===== config.mk =====
export PLATFORM = sky130hd
export DESIGN_NAME = oesc_ctrl
export DESIGN_NICKNAME = d
export VERILOG_FILES = /design/src/oesc_pkg.sv /design/src/oesc_ctrl.sv
export SDC_FILE = /design/constraint.sdc
export NUM_CORES = 1
export LEC_CHECK = 0
export ABC_AREA = 1
export BUFFER_PORTS_ARGS = -buffer_cell sky130_fd_sc_hd__buf_2
export CAP_MARGIN = 5
export CORE_MARGIN = 10
export CORE_UTILIZATION = 55
export DETAILED_ROUTE_END_ITERATION = 10
export PLACE_DENSITY = 0.83
export SLEW_MARGIN = 0
export SYNTH_ARGS = -nofsm -noshare
export SYNTH_HDL_FRONTEND = slang
export SYNTH_SLANG_ARGS = --single-unit

===== constraint.sdc =====
create_clock -name aclk -period 2.3 [get_ports aclk]
set_input_delay 0.575 -clock aclk [delete_from_list [all_inputs] [get_ports aclk]]
set_output_delay 0.575 -clock aclk [all_outputs]
set_load 0.01 [all_outputs]

===== src/oesc_pkg.sv =====
// ----------------------------------------------------------------------------
// oesc_pkg
// Shared types, constants and arithmetic helpers for the orbit Euler stepper.
// ----------------------------------------------------------------------------
package oesc_pkg;

    localparam int WORD_W  = 48;
    localparam int FRAC_W  = 24;
    localparam int SQ_W    = 2 * WORD_W;
    localparam int PROD_W  = 3 * WORD_W;
    localparam int DIV_W   = 4 * WORD_W;
    localparam int REM_W   = WORD_W + 4;
    localparam int CNT_W   = 6;
    localparam int STEPS   = WORD_W;
    localparam int CFG_IDX_W = 2;

    localparam logic [CFG_IDX_W-1:0] CFG_CENTER_X = 2'd0;
    localparam logic [CFG_IDX_W-1:0] CFG_CENTER_Y = 2'd1;
    localparam logic [CFG_IDX_W-1:0] CFG_GM       = 2'd2;

    localparam logic signed [WORD_W-1:0] CENTER_X_RST = 48'sd32212254720;
    localparam logic signed [WORD_W-1:0] CENTER_Y_RST = 48'sd18119393280;
    localparam logic [WORD_W-1:0]        GM_RST       = 48'd622117000000;

    localparam logic signed [WORD_W-1:0] WMAX = {1'b0, {(WORD_W-1){1'b1}}};
    localparam logic signed [WORD_W-1:0] WMIN = {1'b1, {(WORD_W-1){1'b0}}};

    typedef enum logic [3:0] {
        DP_NOP, DP_LOAD, DP_DIFF, DP_SQ_X, DP_SQ_Y, DP_SQRT, DP_R2, DP_R3,
        DP_NUM_X, DP_DIV_X, DP_NUM_Y, DP_DIV_Y, DP_SING, DP_DISP, DP_POS, DP_OUT
    } dp_op_t;

    typedef enum logic [4:0] {
        ST_IDLE, ST_DIFF, ST_SQ_X, ST_SQ_Y, ST_SQRT, ST_CHECK, ST_R2, ST_R3,
        ST_NUM_X, ST_DIV_X, ST_NUM_Y, ST_DIV_Y, ST_SING, ST_DISP, ST_POS, ST_DONE
    } ctl_state_t;

    typedef struct packed {
        dp_op_t op;
        logic   first;
    } dp_cmd_t;

    typedef struct packed {
        logic r_zero;
    } dp_status_t;

    // {overflow, clipped sum}
    function automatic logic [WORD_W:0] sat_add(input logic signed [WORD_W-1:0] a,
                                                input logic signed [WORD_W-1:0] b);
        logic signed [WORD_W:0] s;
        logic                   ovf;
        s   = {a[WORD_W-1], a} + {b[WORD_W-1], b};
        ovf = s[WORD_W] != s[WORD_W-1];
        if (ovf) begin
            return {1'b1, (s[WORD_W] ? WMIN : WMAX)};
        end
        return {1'b0, s[WORD_W-1:0]};
    endfunction

    function automatic logic [WORD_W:0] sat_sub(input logic signed [WORD_W-1:0] a,
                                                input logic signed [WORD_W-1:0] b);
        logic signed [WORD_W:0] s;
        logic                   ovf;
        s   = {a[WORD_W-1], a} - {b[WORD_W-1], b};
        ovf = s[WORD_W] != s[WORD_W-1];
        if (ovf) begin
            return {1'b1, (s[WORD_W] ? WMIN : WMAX)};
        end
        return {1'b0, s[WORD_W-1:0]};
    endfunction

    function automatic logic [WORD_W-1:0] mag(input logic signed [WORD_W-1:0] v);
        return v[WORD_W-1] ? (~v + 1'b1) : v;
    endfunction

    // quotient to signed increment, top bit means the magnitude clips
    function automatic logic [WORD_W-1:0] incr(input logic [WORD_W-1:0] q, input logic neg);
        logic [WORD_W-1:0] m;
        m = q[WORD_W-1] ? WMAX : {1'b0, q[WORD_W-2:0]};
        return neg ? (~m + 1'b1) : m;
    endfunction

endpackage


===== src/oesc_ctrl.sv =====
// ----------------------------------------------------------------------------
// oesc_ctrl
// Sequencer: walks the datapath through load or step phases and hands off
// the finished beat to the output register.
// ----------------------------------------------------------------------------
module oesc_ctrl (
    input  logic                aclk,
    input  logic                aresetn,
    input  logic                s_tvalid,
    output logic                s_tready,
    input  logic                opcode,
    output logic                m_tvalid,
    input  logic                m_tready,
    input  oesc_pkg::dp_status_t status,
    output oesc_pkg::dp_cmd_t    cmd
);
    import oesc_pkg::*;

    ctl_state_t       state_reg, state_next;
    logic [CNT_W-1:0] cnt_reg, cnt_next;
    logic             m_tvalid_reg, m_tvalid_next;
    logic             last;
    logic             out_free;

    assign last     = cnt_reg == CNT_W'(STEPS);
    assign out_free = !m_tvalid_reg || m_tready;
    assign m_tvalid = m_tvalid_reg;

    always_ff @(posedge aclk) begin
        if (!aresetn) begin
            state_reg    <= ST_IDLE;
            cnt_reg      <= '0;
            m_tvalid_reg <= 1'b0;
        end else begin
            state_reg    <= state_next;
            cnt_reg      <= cnt_next;
            m_tvalid_reg <= m_tvalid_next;
        end
    end

    // next state
    always_comb begin
        state_next = state_reg;
        cnt_next   = '0;
        unique case (state_reg)
            ST_IDLE: begin
                if (s_tvalid) begin
                    state_next = opcode ? ST_DONE : ST_DIFF;
                end
            end
            ST_DIFF:  state_next = ST_SQ_X;
            ST_SQ_X, ST_SQ_Y, ST_SQRT, ST_R2, ST_R3,
            ST_NUM_X, ST_DIV_X, ST_NUM_Y, ST_DIV_Y: begin
                if (!last) begin
                    cnt_next = cnt_reg + 1'b1;
                end else begin
                    unique case (state_reg)
                        ST_SQ_X:  state_next = ST_SQ_Y;
                        ST_SQ_Y:  state_next = ST_SQRT;
                        ST_SQRT:  state_next = ST_CHECK;
                        ST_R2:    state_next = ST_R3;
                        ST_R3:    state_next = ST_NUM_X;
                        ST_NUM_X: state_next = ST_DIV_X;
                        ST_DIV_X: state_next = ST_NUM_Y;
                        ST_NUM_Y: state_next = ST_DIV_Y;
                        default:  state_next = ST_DISP;
                    endcase
                end
            end
            ST_CHECK: state_next = status.r_zero ? ST_SING : ST_R2;
            ST_SING:  state_next = ST_POS;
            ST_DISP:  state_next = ST_POS;
            ST_POS:   state_next = ST_DONE;
            ST_DONE: begin
                if (out_free) begin
                    state_next = ST_IDLE;
                end
            end
            default:  state_next = ST_IDLE;
        endcase
    end

    // outputs
    always_comb begin
        s_tready      = 1'b0;
        cmd.op        = DP_NOP;
        cmd.first     = cnt_reg == '0;
        m_tvalid_next = m_tvalid_reg && !m_tready;
        unique case (state_reg)
            ST_IDLE: begin
                s_tready = 1'b1;
                if (s_tvalid && opcode) begin
                    cmd.op = DP_LOAD;
                end
            end
            ST_DIFF:  cmd.op = DP_DIFF;
            ST_SQ_X:  cmd.op = DP_SQ_X;
            ST_SQ_Y:  cmd.op = DP_SQ_Y;
            ST_SQRT:  cmd.op = DP_SQRT;
            ST_CHECK: cmd.op = DP_NOP;
            ST_R2:    cmd.op = DP_R2;
            ST_R3:    cmd.op = DP_R3;
            ST_NUM_X: cmd.op = DP_NUM_X;
            ST_DIV_X: cmd.op = DP_DIV_X;
            ST_NUM_Y: cmd.op = DP_NUM_Y;
            ST_DIV_Y: cmd.op = DP_DIV_Y;
            ST_SING:  cmd.op = DP_SING;
            ST_DISP:  cmd.op = DP_DISP;
            ST_POS:   cmd.op = DP_POS;
            ST_DONE: begin
                if (out_free) begin
                    cmd.op        = DP_OUT;
                    m_tvalid_next = 1'b1;
                end
            end
            default:  cmd.op = DP_NOP;
        endcase
    end

endmodule


## Word level (Yosys, flattened, before mapping)

Memory sizes are Yosys's and may differ from the RTL's. A register that Yosys moved wholly into a read port is not among the register bits.
Index checks and enable logic that the tools add are counted.

| storage, ports and cells | value |
|---|---|
| output and inout port bits | 7 |
| ROM bits | 64 |
| word-level logic and storage cells | 52 |
| memories | 1 |
| register bits after elaboration | 12 |

Memory list:

| name | depth | bits a word | read ports | clocked after Yosys merged registers in | wr ports | line | source |
|---|---|---|---|---|---|---|---|
| (no name shown) | 16 | 4 | 1 | 1 | 0 | oesc_ctrl.sv:57 | `unique case (state_reg)` |

| operators by class | value |
|---|---|
| add/subtract/negate cells | 1 |
| bitwise gates (word level) | 2 |
| reductions and logical operators | 11 |
| eq/ne operators | 19 |
| muxes and demuxes | 15 |

Operator list:

| cell | number |
|---|---|
| 4-bit case mux with 15 select lines | 1 |
| 5-bit by 4-bit == test with 1-bit output (second input constant) | 8 |
| 5-bit case mux with 7 select lines | 1 |
| 5-bit by 3-bit == test with 1-bit output (second input constant) | 4 |
| 4-bit 2-to-1 mux | 5 |
| 5-bit 2-to-1 mux | 4 |
| 5-bit by 2-bit == test with 1-bit output (second input constant) | 2 |
| 9-bit OR reduction | 1 |
| 6-bit by 1-bit adder with 6-bit output (second input constant) | 1 |
| 6-bit == test (second input constant) | 1 |
| 6-bit logical NOT | 1 |
| 2-bit inequality test (second input constant) | 3 |
| 5-bit by 1-bit == test with 1-bit output (second input constant) | 1 |
| 5-bit logical NOT | 1 |
| 1-bit 2-to-1 mux | 4 |
| 3-bit AND reduction | 1 |
| 3-bit OR reduction | 1 |
| 1-bit logical AND | 2 |
| 1-bit logical NOT | 2 |
| 1-bit NOT | 2 |
| 2-bit OR reduction | 1 |
| 1-bit logical OR | 1 |

## Logic depth before layout (Yosys ltp)

| depth | value |
|---|---|
| depth after elaboration | 6 |
| mapped depth | 15 |
| gate-level depth less buffers | 15 |

## Worst setup path before layout

No wires, ideal clock.

| timing path | value |
|---|---|
| path kind | input port to output port |
| start | input port m_tready |
| end | output port cmd[1] (netlist bit) |
| required time | 1.725 ns |
| stages on the path | 4 |
| slack | 0.462 ns |
| arrival time | 1.263 ns |
| cells stage by stage | nor2_1 -> inv_1 -> o311ai_0 -> o2111ai_1 |

RTL lines:

| element | line | source |
|---|---|---|
| start, declared | oesc_ctrl.sv:13 | `input logic m_tready,` |
| end, declared | oesc_ctrl.sv:15 | `output oesc_pkg::dp_cmd_t cmd` |

==> reports/results.tsv <==
stage	metric	value	unit
worst_setup_path	cp.arrival	1.57	ns
yosys	synthSimpleGateAreaFrac	0.3822	
detailed_routing	ant_nets	0	
finish	synthToLayoutAreaGrowth	11.65	%
worst_setup_path	endpoint_kind	output pin	
finish	diodes	0	
floorplan	start_util	0.5783	
flow_run	drv_cap	0	
global_routing	grt_pass1_vias	894	
clocking	clk_pin_slew	0.08	ns
power	p_leak	0.5416	nW
yosys	synth-compound-area-share	0.1441	
floorplan	io_pins	13	
worst_setup_path	critPathMaxStageDelay	0.31	ns
sta	finalSetupViolCount	0	
yosys	yosysWarnings	0	
detailed_routing	vias	964	
hold_path	hold_start	cnt_reg[0]	
power	finalPower	1.490	mW
run_status	status	finished clean	
finish	nets	174	
detailed_routing	wire_per_inst	11.42	um
finish	fillers	163	
worst_setup_path	crit_fanout	3	
placement	place.gp.congestion	0.8955	
yosys	synthFlopType	dfxtp_1	
worst_setup_path	crit_type	input port to output pin	
finish	final_util	0.6457	
yosys	synth_area	998.5	sq um
floorplan	die_x	62.61	um
clocking	cts_made_buffers	3	
sta	drv_slew	0	
clocking	root_buffer	clkbuf_4	
worst_setup_path	crit_chain	buf_2 -> nor2_1 -> inv_1 -> o311ai_0 -> o2111ai_1 -> buf_2	
yosys	synth_fa_ha_area_frac	0.06266	
clocking	clockBufferDepth	2	
worst_setup_path	reg2reg_depth	13	
sta	hold_viol	0	
clocking	h-tree-depth	1	
clocking	clock-sinks	15	
finish	final_cells	187	
yosys	seq_area_frac_synth	0.3008	
placement	placed_area	1085	sq um
placement	placedCellCount	183	
sta	fin_crit_sh	0.9334	
power	pwr_density_cell	1336	nW/um^2
worst_setup_path	timing.critical_path.mode_cell	buf_2	
yosys	avgSynthCellArea	6.792	sq um
detailed_routing	vias_per_cell	5.155	
sta	fin_skew	0.002694	ns
floorplan	placementRows	15	
clocking	hold_buffers	0	
yosys	synth_top_family_by_area	simple AND/OR/NAND/NOR gates	
yosys	yosysMostFrequentCell	nand2_1	
yosys	yosys-top-cells-area	dfxtp_1 30%, nand2_1 14%, nor2_1 7.5%	
yosys	synth_nets	158	
hold_path	min_to	cnt_reg[0]	
placement	dp_slack	0.1392	ns
detailed_routing	wirelength	2.135	mm
worst_setup_path	crit_start	m_tready	
sta	setup-tns-final	0	ns
sta	setup_slack	0.1531	ns
detailed_routing	drt-initial-drc-count	32	
floorplan	die_h	62.61	um
yosys	muxShareOfSynthArea	0	
clocking	cts_tree	built	
floorplan	die_area	3919	sq um
worst_setup_path	critPathBufInv	3	
yosys	synth_commonest_cells	38 x nand2_1, 20 x nor2_1, 17 x inv_1	
finish	final_cell_area	1115	sq um
finish	drive_gt1_frac	0.2284	
worst_setup_path	crit_family	compound AO/OA/AOI/OAI gates	
clocking	clk_latency	0.28	ns
yosys	synth-async-reset-ratio	0	
yosys	synth_top_area_cell	dfxtp_1	
yosys	synthCells	147	
sta	worst_pin_slew	0.3179	ns
sta	whs	0.4771	ns
yosys	synth_edf_count	0	
detailed_routing	dr.pass1.iters	4	
sta	max_freq	465.8	MHz
worst_setup_path	r2r_setup_slack	0.30	ns
placement	io_buffers	12	
global_routing	antenna_found_initial	0	
floorplan	core	1727	sq um
sta	period_needed	2.147	ns
finish	seq_area	301.5	sq um
yosys	synth-xor-area-share	0.01754	
sta	slew_headroom	0.7853	
global_routing	grt_pass1_wl	3.712	mm
sta	rsz0062_at_grt	false	
yosys	ys_ff_latch	15	
placement	dp_hpwl	1.728	mm
yosys	ys_types	27	
worst_setup_path	critPathLaunchType	input port	
yosys	synth_top_area_frac	0.3008	
hold_path	min_path_type	register to register	
global_routing	grt_max_degree	10	
detailed_routing	route.detailed.drc	0	
global_routing	overflow	0	
hold_path	hold_depth	1	
worst_setup_path	reg2reg_from	state_reg[2]	
global_routing	grt_usage	0.1106	
finish	multi_input_area	608.1	sq um
worst_setup_path	crit_required	1.73	ns
worst_setup_path	slowest_stage	o311ai_0	
power	peakVddDrop	1.044	mV
repair_timing:
item,4_1_cts,5_1_grt
endpoints found under the setup margin,0,1
gates resized for setup,0,2
setup buffers,0,0
per-layer routing:
metal  wire length, um  up-vias  GRT usage
li1                  -      500          -
met1               952      433     0.1253
met2              1020       26     0.1859
met3               129        5    0.03584
met4                32        0    0.04469
met5                 0        -          0
layout by cell type, fill, tap and decap left out, drive strengths merged:
master and count:
xnor2 1, o311ai 1, nor4 1, buf 12, xor2 1, nand2 44
ha 5, o21bai 1, inv 21, o2111ai 2, o211ai 3, clkinv 1
o21ai 9, clkbuf 4, nor2 24, nand3 11, nor3b 2, a21oi 4
dfxtp 15
power breakdown:
group	total (mW)	switching (mW)	internal, mW
clock	0.143	0.0761	0.0673
sequential	0.407	0.0771	0.330
combinational	0.939	0.607	0.332
total	1.49	0.760	0.729
worst max-delay path by stage:
stage	slack (ns)	end	depth (start not counted)
6_report	0.15	cmd[1]	6
3_5_place_dp	0.14	cmd[1]	6
3_3_place_gp	0.25	cmd[1]	6
5_1_grt	0.06	register	15
2_1_floorplan	0.46	cmd[1]	4
4_1_cts	0.13	cmd[2]	5
cell type report:
class | instances | share of cell area
clock buffers | 4 | 0.02357
inverters | 22 | 0.07856
multi-input cells | 109 | 0.5455
repair buffers | 12 | 0.05387
flip-flops and latches | 15 | 0.2705
well taps | 25 | 0.02806
cell families after synthesis:
| logic type | count (synthesis) |
|---|---|
| simple gates | 82 |
| compound gates | 20 |
| flops | 15 |
| buf+inv | 23 |
| xor+xnor | 2 |
| fa+ha+maj | 5 |
Note: power is estimated with default switching activity, not from simulation.
